`src/rtl/cd32_pkg.sv`:
```
// Shared types, codes and helper functions for the CD32 pad shift register.
// Used by cd32_core and by the top level cd32_pad_shift_register_with_detect.
package cd32_pkg;

  // Highest shift index from which a clock edge still shifts out the next bit.
  localparam int unsigned CD32_LAST_SHIFT_INDEX = 9;
  localparam int unsigned CD32_COUNT_WIDTH      = 16;
  localparam int unsigned CD32_BIT_W            = 4;
  localparam int unsigned CD32_WORD_W           = 10;
  localparam int unsigned CD32_CFG_W            = 16;

  localparam logic [CD32_CFG_W-1:0] CD32_HOLDOFF_RST   = 16'd500;
  localparam logic [CD32_CFG_W-1:0] CD32_WINDOW_RST    = 16'd100;
  localparam logic [CD32_CFG_W-1:0] CD32_MIN_LATCH_RST = 16'd5;
  localparam logic [CD32_CFG_W-1:0] CD32_MIN_CLOCK_RST = 16'd5;

  typedef enum logic [2:0] {
    CMD_REPORT  = 3'd0,
    CMD_LATCH   = 3'd1,
    CMD_CLOCK   = 3'd2,
    CMD_TICK    = 3'd3,
    CMD_RESTART = 3'd4
  } cmd_e;

  typedef enum logic [1:0] {
    CFG_HOLDOFF   = 2'd0,
    CFG_WINDOW    = 2'd1,
    CFG_MIN_LATCH = 2'd2,
    CFG_MIN_CLOCK = 2'd3
  } cfg_idx_e;

  typedef struct packed {
    logic [2:0] cmd;
    logic [7:0] pad_buttons;
    logic [7:0] extra_buttons;
    logic       latch_level;
    logic [2:0] pin_latches;
  } item_t;

  typedef struct packed {
    logic [CD32_CFG_W-1:0] holdoff_ticks;
    logic [CD32_CFG_W-1:0] window_ticks;
    logic [CD32_CFG_W-1:0] min_latch_edges;
    logic [CD32_CFG_W-1:0] min_clock_edges;
  } cfg_t;

  typedef struct packed {
    logic       data_level;
    logic       data_drive;
    logic [2:0] restore_lines;
    logic       restore_valid;
    logic [3:0] dir_lines;
    logic       dir_valid;
    logic       cd32_mode;
    logic       mode_changed;
    logic       detecting;
  } result_t;

  // Map the report bytes onto the serial button word; bits 8 and 9 are the ID bits.
  function automatic logic [CD32_WORD_W-1:0] map_buttons(logic [7:0] pad, logic [7:0] extra);
    return {2'b11, 1'b0, (extra[5] | extra[4]), extra[0], extra[1],
            pad[7], pad[4], pad[6], pad[5]};
  endfunction

  // Bits above the top of the word read as zero.
  function automatic logic word_bit(logic [CD32_WORD_W-1:0] word, logic [CD32_BIT_W-1:0] idx);
    logic [(1 << CD32_BIT_W)-1:0] ext;
    ext = (1 << CD32_BIT_W)'(word);
    return ext[idx];
  endfunction

endpackage

```
`src/rtl/cd32_core.sv`:
```
// State and next-result logic of the CD32 pad: button word, shift index,
// detection window and mode. Depends on cd32_pkg.
module cd32_core import cd32_pkg::*; #(
  parameter int unsigned COUNT_WIDTH = CD32_COUNT_WIDTH
) (
  input  logic    clk_i,
  input  logic    rst_ni,
  input  logic    step_i,
  input  item_t   item_i,
  input  cfg_t    cfg_i,
  output result_t result_o
);

  localparam logic [1:0] PH_HOLDOFF = 2'd0;
  localparam logic [1:0] PH_WINDOW  = 2'd1;
  localparam logic [1:0] PH_DONE    = 2'd2;
  localparam int unsigned CMP_W = (COUNT_WIDTH > CD32_CFG_W) ? COUNT_WIDTH : CD32_CFG_W;

  logic [CD32_WORD_W-1:0] button_q, button_d;
  logic [CD32_WORD_W-1:0] latched_q, latched_d;
  logic [CD32_BIT_W-1:0]  idx_q, idx_d, idx_inc;
  logic [2:0]             saved_q, saved_d;
  logic                   mode_q, mode_d;
  logic [1:0]             phase_q, phase_d;
  logic [CD32_CFG_W-1:0]  timer_q, timer_d, timer_inc;
  logic [COUNT_WIDTH-1:0] lcnt_q, lcnt_d, lcnt_inc;
  logic [COUNT_WIDTH-1:0] ccnt_q, ccnt_d, ccnt_inc;
  logic [3:0]             dir_q, dir_d;
  logic                   want_cd32;
  result_t                res;

  assign timer_inc = (timer_q == '1) ? timer_q : timer_q + 1'b1;
  assign lcnt_inc  = (lcnt_q == '1) ? lcnt_q : lcnt_q + 1'b1;
  assign ccnt_inc  = (ccnt_q == '1) ? ccnt_q : ccnt_q + 1'b1;
  assign idx_inc   = idx_q + 1'b1;
  assign want_cd32 = (CMP_W'(lcnt_q) >= CMP_W'(cfg_i.min_latch_edges)) &&
                     (CMP_W'(ccnt_q) >= CMP_W'(cfg_i.min_clock_edges));

  always_comb begin
    button_d  = button_q;
    latched_d = latched_q;
    idx_d     = idx_q;
    saved_d   = saved_q;
    mode_d    = mode_q;
    phase_d   = phase_q;
    timer_d   = timer_q;
    lcnt_d    = lcnt_q;
    ccnt_d    = ccnt_q;
    dir_d     = dir_q;
    res       = '0;
    res.data_level = 1'b1;

    unique case (item_i.cmd)
      CMD_REPORT: begin
        button_d      = map_buttons(item_i.pad_buttons, item_i.extra_buttons);
        dir_d         = ~item_i.pad_buttons[3:0];
        res.dir_valid = 1'b1;
      end
      CMD_LATCH: begin
        if (phase_q == PH_WINDOW) begin
          lcnt_d = lcnt_inc;
        end else if (mode_q) begin
          if (!item_i.latch_level) begin
            latched_d      = button_q;
            idx_d          = '0;
            saved_d        = item_i.pin_latches;
            res.data_level = ~button_q[0];
            res.data_drive = 1'b1;
          end else begin
            res.restore_lines = saved_q;
            res.restore_valid = 1'b1;
          end
        end
      end
      CMD_CLOCK: begin
        if (phase_q == PH_WINDOW) begin
          ccnt_d = ccnt_inc;
        end else if (mode_q && (idx_q <= CD32_BIT_W'(CD32_LAST_SHIFT_INDEX))) begin
          idx_d          = idx_inc;
          res.data_level = ~word_bit(latched_q, idx_inc);
          res.data_drive = 1'b1;
        end
      end
      CMD_TICK: begin
        if (phase_q == PH_HOLDOFF) begin
          timer_d = timer_inc;
          if (timer_inc >= cfg_i.holdoff_ticks) begin
            phase_d = PH_WINDOW;
            timer_d = '0;
            lcnt_d  = '0;
            ccnt_d  = '0;
          end
        end else if (phase_q == PH_WINDOW) begin
          timer_d = timer_inc;
          if (timer_inc >= cfg_i.window_ticks) begin
            phase_d = PH_DONE;
            if (want_cd32 != mode_q) begin
              mode_d           = want_cd32;
              res.mode_changed = 1'b1;
            end
          end
        end
      end
      CMD_RESTART: begin
        phase_d = PH_HOLDOFF;
        timer_d = '0;
        lcnt_d  = '0;
        ccnt_d  = '0;
        if (mode_q) begin
          mode_d           = 1'b0;
          res.mode_changed = 1'b1;
        end
      end
      default: begin
        // Unused command codes only report status.
      end
    endcase

    res.dir_lines = dir_d;
    res.cd32_mode = mode_d;
    res.detecting = (phase_d == PH_WINDOW);
  end

  assign result_o = res;

  always_ff @(posedge clk_i or negedge rst_ni) begin
    if (!rst_ni) begin
      button_q  <= '0;
      latched_q <= '0;
      idx_q     <= '0;
      saved_q   <= '0;
      mode_q    <= 1'b0;
      phase_q   <= PH_HOLDOFF;
      timer_q   <= '0;
      lcnt_q    <= '0;
      ccnt_q    <= '0;
      dir_q     <= '1;
    end else if (step_i) begin
      button_q  <= button_d;
      latched_q <= latched_d;
      idx_q     <= idx_d;
      saved_q   <= saved_d;
      mode_q    <= mode_d;
      phase_q   <= phase_d;
      timer_q   <= timer_d;
      lcnt_q    <= lcnt_d;
      ccnt_q    <= ccnt_d;
      dir_q     <= dir_d;
    end
  end

  a_mode_change: assert property (@(posedge clk_i) disable iff (!rst_ni)
    step_i && res.mode_changed |=> mode_q != $past(mode_q))
    else $error("mode_changed reported without a mode switch");

  a_restart_holdoff: assert property (@(posedge clk_i) disable iff (!rst_ni)
    step_i && (item_i.cmd == CMD_RESTART) |=> (phase_q == PH_HOLDOFF) && !mode_q)
    else $error("restart did not return to hold-off in joystick mode");

  a_restore_mode: assert property (@(posedge clk_i) disable iff (!rst_ni)
    step_i && (res.restore_valid || res.data_drive) |-> mode_q && (phase_q != PH_WINDOW))
    else $error("pin activity outside CD32 shift mode");

endmodule

```
`src/rtl/cd32_pad_shift_register_with_detect.sv`:
```
// Top level of the CD32 pad shift register with protocol detection:
// input register, configuration registers, result register. Uses cd32_pkg, cd32_core.
//
// Usage:
// Events (pad report, latch edge, clock edge, millisecond tick, restart)
// enter on the input channel: a transfer happens when in_valid_i is high and
// in_stall_o is low. Each event gives exactly one result on the output
// channel, transferred when out_valid_o is high and out_stall_i is low.
// An event is held first in the input register, then in the result register.
// One event is taken every cycle while the receiver does not stall; the state
// update is a single pass of logic between the two registers. When the
// receiver stalls, the result register holds its result and the input register
// holds the next event; in_stall_o rises only once both are full. The
// configuration channel (cfg_valid_i, cfg_ready_o, cfg_index_i, cfg_data_i)
// is always ready; it is to be written while no event is in flight, and the
// block itself does not enforce this. Reset sets the valid flags low, the
// configuration registers to their default values and the core state to
// joystick mode, hold-off phase, counters zero and direction lines released.
module cd32_pad_shift_register_with_detect import cd32_pkg::*; #(
  parameter int unsigned COUNT_WIDTH = CD32_COUNT_WIDTH
) (
  input  logic                  clk_i,
  input  logic                  rst_ni,
  input  logic                  in_valid_i,
  output logic                  in_stall_o,
  input  logic [2:0]            cmd_i,
  input  logic [7:0]            pad_buttons_i,
  input  logic [7:0]            extra_buttons_i,
  input  logic                  latch_level_i,
  input  logic [2:0]            pin_latches_i,
  output logic                  out_valid_o,
  input  logic                  out_stall_i,
  output logic                  data_level_o,
  output logic                  data_drive_o,
  output logic [2:0]            restore_lines_o,
  output logic                  restore_valid_o,
  output logic [3:0]            dir_lines_o,
  output logic                  dir_valid_o,
  output logic                  cd32_mode_o,
  output logic                  mode_changed_o,
  output logic                  detecting_o,
  input  logic                  cfg_valid_i,
  output logic                  cfg_ready_o,
  input  logic [1:0]            cfg_index_i,
  input  logic [CD32_CFG_W-1:0] cfg_data_i
);

  logic    in_valid_q;
  item_t   item_q;
  logic    out_valid_q;
  result_t result_q;
  result_t core_res;
  cfg_t    cfg_q;
  logic    advance;
  logic    step;

  assign advance    = !out_valid_q || !out_stall_i;
  assign step       = in_valid_q && advance;
  assign in_stall_o = in_valid_q && !advance;
  assign cfg_ready_o = 1'b1;

  always_ff @(posedge clk_i or negedge rst_ni) begin
    if (!rst_ni) begin
      in_valid_q <= 1'b0;
    end else if (!in_stall_o) begin
      in_valid_q <= in_valid_i;
    end
  end

  always_ff @(posedge clk_i) begin
    if (in_valid_i && !in_stall_o) begin
      item_q <= '{cmd: cmd_i, pad_buttons: pad_buttons_i, extra_buttons: extra_buttons_i,
                  latch_level: latch_level_i, pin_latches: pin_latches_i};
    end
  end

  always_ff @(posedge clk_i or negedge rst_ni) begin
    if (!rst_ni) begin
      cfg_q.holdoff_ticks   <= CD32_HOLDOFF_RST;
      cfg_q.window_ticks    <= CD32_WINDOW_RST;
      cfg_q.min_latch_edges <= CD32_MIN_LATCH_RST;
      cfg_q.min_clock_edges <= CD32_MIN_CLOCK_RST;
    end else if (cfg_valid_i && cfg_ready_o) begin
      unique case (cfg_index_i)
        CFG_HOLDOFF:   cfg_q.holdoff_ticks   <= cfg_data_i;
        CFG_WINDOW:    cfg_q.window_ticks    <= cfg_data_i;
        CFG_MIN_LATCH: cfg_q.min_latch_edges <= cfg_data_i;
        CFG_MIN_CLOCK: cfg_q.min_clock_edges <= cfg_data_i;
        default: begin
        end
      endcase
    end
  end

  cd32_core #(
    .COUNT_WIDTH(COUNT_WIDTH)
  ) u_core (
    .clk_i   (clk_i),
    .rst_ni  (rst_ni),
    .step_i  (step),
    .item_i  (item_q),
    .cfg_i   (cfg_q),
    .result_o(core_res)
  );

  always_ff @(posedge clk_i or negedge rst_ni) begin
    if (!rst_ni) begin
      out_valid_q <= 1'b0;
    end else if (advance) begin
      out_valid_q <= in_valid_q;
    end
  end

  always_ff @(posedge clk_i) begin
    if (step) begin
      result_q <= core_res;
    end
  end

  assign out_valid_o     = out_valid_q;
  assign data_level_o    = result_q.data_level;
  assign data_drive_o    = result_q.data_drive;
  assign restore_lines_o = result_q.restore_lines;
  assign restore_valid_o = result_q.restore_valid;
  assign dir_lines_o     = result_q.dir_lines;
  assign dir_valid_o     = result_q.dir_valid;
  assign cd32_mode_o     = result_q.cd32_mode;
  assign mode_changed_o  = result_q.mode_changed;
  assign detecting_o     = result_q.detecting;

  a_idle_data_high: assert property (@(posedge clk_i) disable iff (!rst_ni)
    out_valid_o && !data_drive_o |-> data_level_o)
    else $error("data level low without a data transfer");

  a_restore_zero: assert property (@(posedge clk_i) disable iff (!rst_ni)
    out_valid_o && !restore_valid_o |-> (restore_lines_o == 3'd0))
    else $error("restore lines set without restore_valid");

  a_report_result: assert property (@(posedge clk_i) disable iff (!rst_ni)
    step && (item_q.cmd == CMD_REPORT) |=> out_valid_o && dir_valid_o)
    else $error("pad report did not produce a direction update");

endmodule

```
`config.mk`:
```
export PLATFORM = sky130hd
export DESIGN_NAME = cd32_pad_shift_register_with_detect
export DESIGN_NICKNAME = d
export VERILOG_FILES = /design/src/rtl/cd32_pkg.sv /design/src/rtl/cd32_core.sv /design/src/rtl/cd32_pad_shift_register_with_detect.sv
export SDC_FILE = /design/constraint.sdc
export NUM_CORES = 1
export LEC_CHECK = 0
export ABC_AREA = 1
export BUFFER_PORTS_ARGS = -buffer_cell sky130_fd_sc_hd__buf_4
export CORE_MARGIN = 2
export CORE_UTILIZATION = 60
export DETAILED_ROUTE_END_ITERATION = 8
export MAX_ROUTING_LAYER = met4
export PLACE_DENSITY = 0.77
export SLEW_MARGIN = 20
export SYNTH_ARGS = -nofsm -noshare
export SYNTH_HDL_FRONTEND = slang
export SYNTH_HIERARCHICAL = 1
export SYNTH_SLANG_ARGS = --single-unit
```
`constraint.sdc`:
```
create_clock -name clk_i -period 7.4 [get_ports clk_i]
set_clock_uncertainty 0.15 [all_clocks]
set_input_delay 0.37 -clock clk_i [delete_from_list [all_inputs] [get_ports clk_i]]
set_output_delay 0.37 -clock clk_i [all_outputs]
set_load 0.01 [all_outputs]
```
==> results.py, run 1 <==
metrics = {
    "global_routing": {
        "gr-usage-met2_pct": 45.8,
        "grt_pass1_wl_mm": 39.6,
        "grt_pass1_vias": 8142,
        "antenna_found_initial": 0,
        "busiest_layer": "met2",
        "grtUsageTotal_pct": 28.6,
        "overflow": 0,
        "grt_max_degree": 84,
        "met3_usage_pct": 4.03,
        "grt_util_met1_pct": 37.8,
    },
    "synth": {
        "yosysWarnings": 6,
        "avgSynthCellArea_um2": 8.02,
        "syn-instance-count": 1259,
        "syn_area_um2": 10100,
        "synth.net_count": 1375,
    },
    "run": {
        "max_cap_viol_count": 0,
    },
    "finish": {
        "final_common_cell": "nand2_1",
        "final_cell_mix": "391 x nand2_1, 156 x inv_1, 127 x dfrtp_1",
        "area_delta_synth_final_pct": 13.7,
        "n_fill_cell": 1331,
        "antennaDiodeCount": 0,
        "drive_gt1_share_pct": 10.1,
        "fin_cells": 1551,
        "nets": 1434,
    },
    "route": {
        "wl_per_cell_um": 15.3,
        "drt_iter0_drc": 785,
        "drc_errors": 0,
        "via_per_inst": 5.48,
        "ant_nets": 0,
        "vias": 8495,
        "totalWireLength_mm": 23.7,
        "drt_pass1_iterations": 5,
    },
    "pwr": {
        "peakVddDrop_uv": 194,
        "p_leak_nw": 5.86,
        "power.total_mw": 3.06,
        "power_density_nw_per_um2": 266,
    },
    "timing": {
        "post-route-period-util_pct": 59.4,
        "setup_tns_ns": 0,
        "finalSetupViolCount": 0,
        "clock.fmax_ghz": 0.228,
        "whs_ns": 0.0478,
        "rsz0062_at_grt": "no",
        "slew_viol_final": 0,
        "tightest_slew_ns": 1.03,
        "fin_crit_ns": 4.39,
        "slew-limit-headroom_pct": 31.3,
        "hold_violations": 0,
        "setup_slack_ns": 3.01,
    },
    "floorplanning": {
        "fp.dieH_um": 134,
        "die_w_um": 134,
        "num_rows": 47,
        "ios": 63,
        "core_um2": 16500,
        "initial_core_util_pct": 61.1,
        "die_area_um2": 17900,
    },
    "place": {
        "dp_slack_ns": 3.16,
        "gp_congestion": 0.912,
        "placed_cells_incl_taps": 1497,
        "port_buffers": 57,
        "hpwl_mm": 16.1,
    },
    "critical_path": {
        "crit_chain": "ha_1, inv_1, nor3_2, nand4_1, nor2_2, inv_1, o21ai_0, inv_1, ha_1, inv_1, nor2_1, o21bai_1, nand2_1, nand2_1, nand2_1, nand2_1, nand3_2, nand2_1, inv_2, nand2_4, nand2_1, nand2_1",
        "critical_path_peak_fanout": 18,
        "critPathKind": "register to register",
        "end_kind": "register",
        "crit_path_start_kind": "register",
        "cp_slowest_cell": "dfrtp_1",
        "critPathMaxStageDelay_ns": 0.43,
        "cpMostUsedCell": "nand2_1",
        "cp.arrival_ns": 4.58,
        "critPathRequiredTime_ns": 7.59,
    },
    "clocking": {
        "path_clk_slew_ns": 0.08,
        "cts_tree": "yes",
        "root_buffer": "clkbuf_16",
        "htree_levels": 4,
        "cts_buffers": 17,
        "clk_latency_ns": 0.44,
        "clock_path_buffers": 2,
        "cts_sinks": 177,
        "post_cts_resized": 0,
    },
    "hold_path": {
        "hold_path.class": "primary input to register",
    },
    "outcome": {
        "status": "finished, final reports clean",
    },
}
## final cells by class
class	count	area, um^2	area share (%)
Clock buffer	17	425	3.70
Tap cell	220	275	2.40
Inverter	161	604	5.26
Multi-Input combinational cell	881	4680	40.8
Clock inverter	15	223	1.94
Sequential cell	177	4620	40.2
Timing Repair Buffer	80	659	5.74
## worst max-delay path, delay by kind of cell (launching register included)
| family | cells | cell delay, ns |
|---|---|---|
| AOI/OAI and AO/OA | 2 | 0.39 |
| adders and majority gates | 2 | 0.60 |
| buffers and inverters | 5 | 0.76 |
| DFF | 1 | 0.43 |
| and+or+nand+nor | 13 | 1.94 |
## sequential cells by signal, summed over array words and instances (netlist names), 2 cells and up
| register | flops |
|---|---|
| cfg_q | 64 |
| dir_lines_o | 4 |
| item_q | 19 |
| restore_lines_o | 3 |
| u_core/button_q | 8 |
| u_core/ccnt_q | 16 |
| u_core/dir_q | 4 |
| u_core/idx_q | 4 |
| u_core/latched_q | 8 |
| u_core/lcnt_q | 16 |
| u_core/phase_q | 2 |
| u_core/saved_q | 3 |
| u_core/timer_q | 16 |
## what timing repair did
action	CTS	global route
buffers inserted	0	0
hold buffers	22	0
setup endpoints to repair	0	0
hold endpoints to repair	92	0
## layer usage
layer | wire (um) | vias up
met5 | 0 | -
met4 | 518 | 0
met1 | 10800 | 3972
met2 | 11200 | 249
li1 | - | 4229
met3 | 1220 | 45
## power by group
part	internal, mW	switching (mW)
combinational	0.306	0.519
sequential	1.16	0.115
clock	0.500	0.462
total	1.96	1.10
## per-stage QoR
stage	instance area [um^2]	utilization, %
after global routing	11500	69.5
after floorplan	10100	-
after detailed placement	10600	64.3
after global placement	10600	64.3
after CTS	11500	69.5
final	11500	69.5
## worst paths after layout
path	to	start	cells after the start	slack, ns
max reg2reg	u_core/ccnt_q[1]	u_core/timer_q[0]	22	3.01
min reg2reg	u_core/dir_q[3]	item_q[15]	1	0.29
min in group asynchronous	u_core/timer_q[4]	rst_ni	2	0.41
min	cfg_q[34]	cfg_data_i[2]	3	0.05
max	u_core/ccnt_q[1]	u_core/timer_q[0]	22	3.01
max in group asynchronous	u_core/timer_q[0]	rst_ni	3	5.36
Note: power is estimated with default switching activity, not from simulation.
==> run 2: changes to the inputs <==
--- a/config.mk
+++ b/config.mk
@@ -8,10 +8,10 @@
 export ABC_AREA = 1
 export BUFFER_PORTS_ARGS = -buffer_cell sky130_fd_sc_hd__buf_4
 export CORE_MARGIN = 2
-export CORE_UTILIZATION = 60
+export CORE_UTILIZATION = 56
 export DETAILED_ROUTE_END_ITERATION = 8
 export MAX_ROUTING_LAYER = met4
-export PLACE_DENSITY = 0.77
+export PLACE_DENSITY = 0.75
 export SLEW_MARGIN = 20
 export SYNTH_ARGS = -nofsm -noshare
 export SYNTH_HDL_FRONTEND = slang
==> constraint.sdc (replaced) <==
create_clock -name clk_i -period 3.85 [get_ports clk_i]
set_clock_uncertainty 0.15 [all_clocks]
set_input_delay 0.1925 -clock clk_i [delete_from_list [all_inputs] [get_ports clk_i]]
set_output_delay 0.1925 -clock clk_i [all_outputs]
set_load 0.01 [all_outputs]
==> run 2 against run 1 <==
Setup slack got worse by 2.7 ns. Non-clock buffer count is 26 higher. Power grew 92%. Highest routed layer unchanged. Combinational power rose by 93%. First-iteration DRC count is 17% lower. Largest power group unchanged.
==> results.py, run 2 (synthesis gave the netlist of run 1 again) <==
metrics = {
    "finish": {
        "antennaDiodeCount": 0,
        "final_common_cell": "nand2_1",
        "reg.largest.list": "cfg_q x64, item_q x19",
        "drive_gt1_share_pct": 10.5,
        "area_delta_synth_final_pct": 16.3,
        "nets": 1460,
        "largest-register": "cfg_q",
        "final_cell_mix": "391 x nand2_1, 156 x inv_1, 127 x dfrtp_1",
        "largest_reg_flops": 64,
    },
    "timing": {
        "clock.fmax_ghz": 0.283,
        "slew-limit-headroom_pct": 34.9,
        "post-route-period-util_pct": 91.8,
        "setup_tns_ns": 0,
        "tightest_slew_ns": 0.977,
        "slew_viol_final": 0,
        "hold_violations": 0,
        "finalSetupViolCount": 0,
        "rsz0062_at_grt": "no",
        "whs_ns": 0.0203,
        "fin_crit_ns": 3.53,
    },
    "global_routing": {
        "antenna_found_initial": 0,
        "grt_max_degree": 105,
        "grt_pass1_wl_mm": 39.9,
        "grt_pass1_vias": 8254,
        "grtUsageTotal_pct": 26.4,
        "overflow": 0,
    },
    "floorplanning": {
        "num_rows": 49,
        "fp.dieH_um": 138,
        "ios": 63,
        "die_w_um": 138,
        "die_area_um2": 19100,
        "core_um2": 17800,
        "initial_core_util_pct": 56.6,
    },
    "critical_path": {
        "critPathMaxStageDelay_ns": 0.43,
        "critPathKind": "register to register",
        "critPathRequiredTime_ns": 3.97,
        "critical_path_peak_fanout": 10,
        "crit_path_start_kind": "register",
        "end_kind": "register",
        "timing.rr.end": "detecting_o",
        "r2r_start": "u_core/timer_q[0]",
        "regToRegSetupSlack_ns": 0.32,
        "cp-startpoint": "u_core/timer_q[0]",
        "cpMostUsedCell": "nand2_1",
        "reg2regPathDepth": 19,
        "cp.arrival_ns": 3.65,
        "crit_chain": "ha_2, inv_1, nor3_2, nand4_1, nor2_4, inv_1, buf_4, nand2_1, ha_1, a21o_1, a21oi_1, nand2_1, nand2_1, nand2_1, nand2_1, nand2_1, nand2_1, nand2_1, a21oi_1",
        "cp_slowest_cell": "dfrtp_1",
    },
    "pwr": {
        "p_sw_share_pct": 36.2,
        "power_density_nw_per_um2": 500,
        "intPower_mw": 3.75,
        "p_sw_mw": 2.13,
        "clock_power_share_pct": 31.3,
        "pwr-share-seq_pct": 41.7,
        "p_leak_nw": 5.97,
        "peakVddDrop_uv": 348,
        "combinationalPowerShare_pct": 27.0,
    },
    "route": {
        "vias": 8562,
        "drc_errors": 0,
        "drt_pass1_iterations": 5,
        "ant_nets": 0,
        "wl_per_cell_um": 15.1,
        "drt_iter0_drc": 655,
        "totalWireLength_mm": 23.9,
        "via_per_inst": 5.40,
    },
    "place": {
        "gp_congestion": 0.896,
        "port_buffers": 57,
        "hpwl_mm": 16.2,
    },
    "hold_path": {
        "holdPathEnd": "cfg_q[2]",
        "hold_path.class": "primary input to register",
        "min_delay_path_depth": 3,
        "hp-start": "cfg_index_i[1]",
    },
    "clocking": {
        "root_buffer": "clkbuf_16",
        "clk_latency_ns": 0.44,
        "clock_path_buffers": 2,
        "path_clk_slew_ns": 0.08,
        "htree_levels": 4,
        "cts_tree": "yes",
        "cts_buffers": 17,
        "cts_sinks": 177,
    },
    "outcome": {
        "status": "finished, final reports clean",
    },
    "run": {
        "max_cap_viol_count": 0,
    },
}
## run 2: changes by cell type in the layout (fill, tap and decap cells not counted), sizes merged
| cell | previous run | this run |
|---|---|---|
| bufinv | 1 | 0 |
| inv | 166 | 167 |
| dlygate4sd3 | 22 | 40 |
| buf | 58 | 66 |
## run 2: worst max-delay path by stage
stage                  endpoint  slack (ns)  cells past startpoint
6_report            detecting_o        0.32                     19
5_1_grt        u_core/ccnt_q[3]        0.01                     22
4_1_cts        u_core/lcnt_q[1]        0.21                     21
3_5_place_dp   u_core/lcnt_q[1]        0.26                     21
3_3_place_gp   u_core/lcnt_q[0]        0.33                     21
2_1_floorplan  u_core/ccnt_q[6]        0.80                     20
## run 2: stage by stage
step | util (%) | cells | instance area (um^2) | total power, mW | setup WS [ns]
after detailed placement | 59.9 | 1513 | 10700 | 4.00 | 0.256
after floorplan | - | 1259 | 10100 | 3.55 | 0.797
after CTS | 65.7 | 1585 | 11700 | 5.87 | 0.213
after global placement | 59.9 | 1513 | 10700 | 3.92 | 0.326
final | 65.8 | 1586 | 11700 | 5.87 | 0.317
after global routing | 65.8 | 1586 | 11700 | 6.26 | 0.0114
## run 2: per-layer routing
metal | vias up | wire [um] | part of all wire (%) | track usage (%)
li1 | 4265 | - | - | -
met1 | 4007 | 10500 | 44 | 33.6
met2 | 234 | 11500 | 48 | 41.9
met3 | 56 | 1160 | 4.8 | 4.75
met4 | 0 | 742 | 3.1 | 11.2
met5 | - | 0 | 0 | -
## run 2: cell type report
class	instances	area, um^2
flip-flops and latches	177	4620
clock inverters	15	218
repair buffers	106	900
multi-input cells	881	4690
inverters	161	604
fillers	1444	6100
clock buffers	17	425
well taps	229	287
## run 2: what timing repair did
item                                   4_1_cts  5_1_grt
hold buffers                                40        0
setup endpoints to repair                    0       35
resized for setup                            0        4
endpoints found under the hold margin      170        0
setup buffers                                0        1
## run 2: power by group through the flow
stage | clock network (mW) | registers, mW | logic (mW)
3_5_place_dp | 0 | 2.48 | 1.52
6_report | 1.84 | 2.45 | 1.59
3_3_place_gp | 0 | 2.46 | 1.46
2_1_floorplan | 0 | 2.42 | 1.13
4_1_cts | 1.86 | 2.44 | 1.57
5_1_grt | 1.94 | 2.49 | 1.83
## run 2: critical path, delay by kind of cell (launching register included)
kind / cells / cell delay, ns
AO/OA/AOI/OAI: 3 / 0.55
adder cells (fa/ha/maj): 2 / 0.51
buffers and inverters: 3 / 0.30
flip-flops: 1 / 0.43
AND/OR/NAND/NOR: 11 / 1.42
==> run 3: changes to the inputs <==
--- a/config.mk
+++ b/config.mk
@@ -7,8 +7,10 @@
 export LEC_CHECK = 0
 export ABC_AREA = 1
 export BUFFER_PORTS_ARGS = -buffer_cell sky130_fd_sc_hd__buf_4
+export CELL_PAD_IN_SITES_DETAIL_PLACEMENT = 0
+export CELL_PAD_IN_SITES_GLOBAL_PLACEMENT = 1
 export CORE_MARGIN = 2
-export CORE_UTILIZATION = 56
+export CORE_UTILIZATION = 42
 export DETAILED_ROUTE_END_ITERATION = 8
 export MAX_ROUTING_LAYER = met4
 export PLACE_DENSITY = 0.75
==> run 3 against run 2 <==
Via count shrank 3.6%. Clock-buffer cell count unchanged. Power decreased by 0.12%. Global-route usage fell by 5.4 points. Routed wire length grew 2.9%.
==> results.py, run 3 (synthesis gave the netlist of run 1 again) <==
metrics = {
    "route": {
        "via_per_inst": 4.92,
        "drt_pass1_iterations": 5,
        "drt-met1-wl_mm": 12.1,
        "drt_iter0_drc": 512,
        "dr.max_layer_used": "met4",
        "ant_nets": 0,
        "totalWireLength_mm": 24.6,
        "wl_per_cell_um": 14.7,
        "dr_wl_met3_um": 670,
        "vias": 8252,
        "route.met2.wl_mm": 11.6,
        "drc_errors": 0,
    },
    "critical_path": {
        "crit_path_start_kind": "register",
        "critPathMaxStageDelay_ns": 0.43,
        "regToRegSetupSlack_ns": 0.37,
        "cp_slowest_cell": "dfrtp_1",
        "cp-startpoint": "u_core/timer_q[0]",
        "cp.arrival_ns": 3.48,
        "r2r_start": "u_core/timer_q[0]",
        "crit_chain": "ha_1, inv_1, nor3_2, nand4_1, nor2_2, inv_1, buf_4, nand2_1, ha_1, a21oi_1, nand2_1, nor2_1, nand2_1, nand2_1, nand2_1, nand2_1, a21oi_1, nand2_1, o21ai_0",
        "crit_path_end": "cd32_mode_o",
        "critPathTopFamily": "simple AND/OR/NAND/NOR gates",
        "critPathRequiredTime_ns": 3.85,
        "cp.depth": 19,
        "end_kind": "register",
        "reg2regPathDepth": 19,
        "cpMostUsedCell": "nand2_1",
        "critical_path_peak_fanout": 10,
        "timing.rr.end": "cd32_mode_o",
        "path_buf_inv": 3,
        "critPathKind": "register to register",
    },
    "clocking": {
        "root_buffer": "clkbuf_16",
        "cts_tree": "yes",
        "cts_buffers": 17,
        "htree_levels": 4,
        "cts_sinks": 177,
        "path_clk_slew_ns": 0.08,
        "postCtsSetupBuffers": 0,
        "clk_latency_ns": 0.44,
        "clock_path_buffers": 2,
    },
    "place": {
        "gp_congestion": 0.808,
        "port_buffers": 57,
        "dp_slack_ns": 0.274,
        "hpwl_mm": 17.4,
    },
    "finish": {
        "regArea_um2": 4620,
        "final_common_cell": "nand2_1",
        "largest-register": "cfg_q",
        "largest_reg_flops": 64,
        "reg.largest.list": "cfg_q x64, item_q x19",
        "finish.utilization_pct": 50.5,
        "multiInputGateArea_um2": 4690,
        "area_delta_synth_final_pct": 17.6,
        "drive_gt1_share_pct": 10.6,
        "nets": 1461,
        "final_cell_mix": "391 x nand2_1, 156 x inv_1, 127 x dfrtp_1",
        "antennaDiodeCount": 0,
        "n_fill_cell": 2285,
    },
    "global_routing": {
        "overflow": 0,
        "grt_pass1_vias": 8294,
        "grt_pass1_wl_mm": 42.3,
        "grtUsageTotal_pct": 21.0,
        "antenna_found_initial": 0,
        "grt_max_degree": 91,
    },
    "timing": {
        "finalSetupViolCount": 0,
        "post-route-period-util_pct": 90.5,
        "setup_slack_ns": 0.367,
        "rsz0062_at_grt": "no",
        "clock.fmax_ghz": 0.287,
        "tightest_slew_ns": 0.900,
        "hold_violations": 0,
        "fin_crit_ns": 3.48,
        "slew-limit-headroom_pct": 40.0,
        "slew_viol_final": 0,
        "setup_tns_ns": 0,
    },
    "outcome": {
        "status": "finished, final reports clean",
    },
    "floorplanning": {
        "die_area_um2": 25300,
        "fp.dieH_um": 159,
        "initial_core_util_pct": 42.9,
        "ios": 63,
        "num_rows": 56,
        "die_w_um": 159,
        "core_um2": 23500,
    },
    "run": {
        "max_cap_viol_count": 0,
    },
    "pwr": {
        "power_density_nw_per_um2": 494,
        "peakVddDrop_uv": 261,
        "p_leak_nw": 5.99,
    },
    "hold_path": {
        "hold_path.class": "primary input to register",
    },
}
-- run 3: cell count changes in the layout (fill, tap and decap cells not counted), sizes merged --
| cell | before | now |
|---|---|---|
| buf | 66 | 67 |
-- run 3: final cells by class --
class	count	share of cell area, %
Clock buffer	17	3.58
Sequential cell	177	38.9
Multi-Input combinational cell	881	39.5
Timing Repair Buffer	107	7.77
Clock inverter	15	1.84
Tap cell	319	3.36
Inverter	161	5.09
-- run 3: where the power goes --
part / leakage [nW] / switching [mW] / internal (mW)
combinational: 3.55 / 0.966 / 0.611
clock: 0.308 / 0.931 / 0.914
sequential: 2.13 / 0.218 / 2.23
total: 5.99 / 2.11 / 3.75
-- run 3: repair_timing --
action,4_1_cts,5_1_grt
setup endpoints to repair,0,17
resized for setup,0,3
hold buffers,40,0
hold endpoints to repair,163,0
-- run 3: routing by layer --
metal  up-vias  GRT usage, %
li1       4283             -
met1      3826          28.5
met2       123          33.7
met3        20          3.10
met4         0          4.55
met5         -             -
-- run 3: through the flow --
step | instance area, um^2 | hold WS, ns | total power, mW | std cells
floorplan | 10100 | -0.253 | 3.55 | 1259
global placement | 10800 | 0.205 | 3.99 | 1605
detailed placement | 10800 | 0.205 | 4.01 | 1605
CTS | 11900 | 0.00313 | 5.92 | 1677
global route | 11900 | 0.0457 | 6.31 | 1677
finish | 11900 | 0.0296 | 5.87 | 1677
-- run 3: worst min-delay path by stage --
stage | cells after the start | endpoint | start
2_1_floorplan | 0 | cfg_q[10] | rst_ni
3_3_place_gp | 1 | u_core/timer_q[4] | rst_ni
3_5_place_dp | 1 | u_core/timer_q[6] | rst_ni
4_1_cts | 3 | cfg_q[38] | cfg_index_i[0]
5_1_grt | 3 | cfg_q[34] | cfg_index_i[0]
6_report | 3 | cfg_q[38] | cfg_index_i[0]
-- run 3: worst min-delay path, stage by stage --
cell and delay [ns]:
buf_4 0.24, nand4_1 0.13, nand2_1 0.05
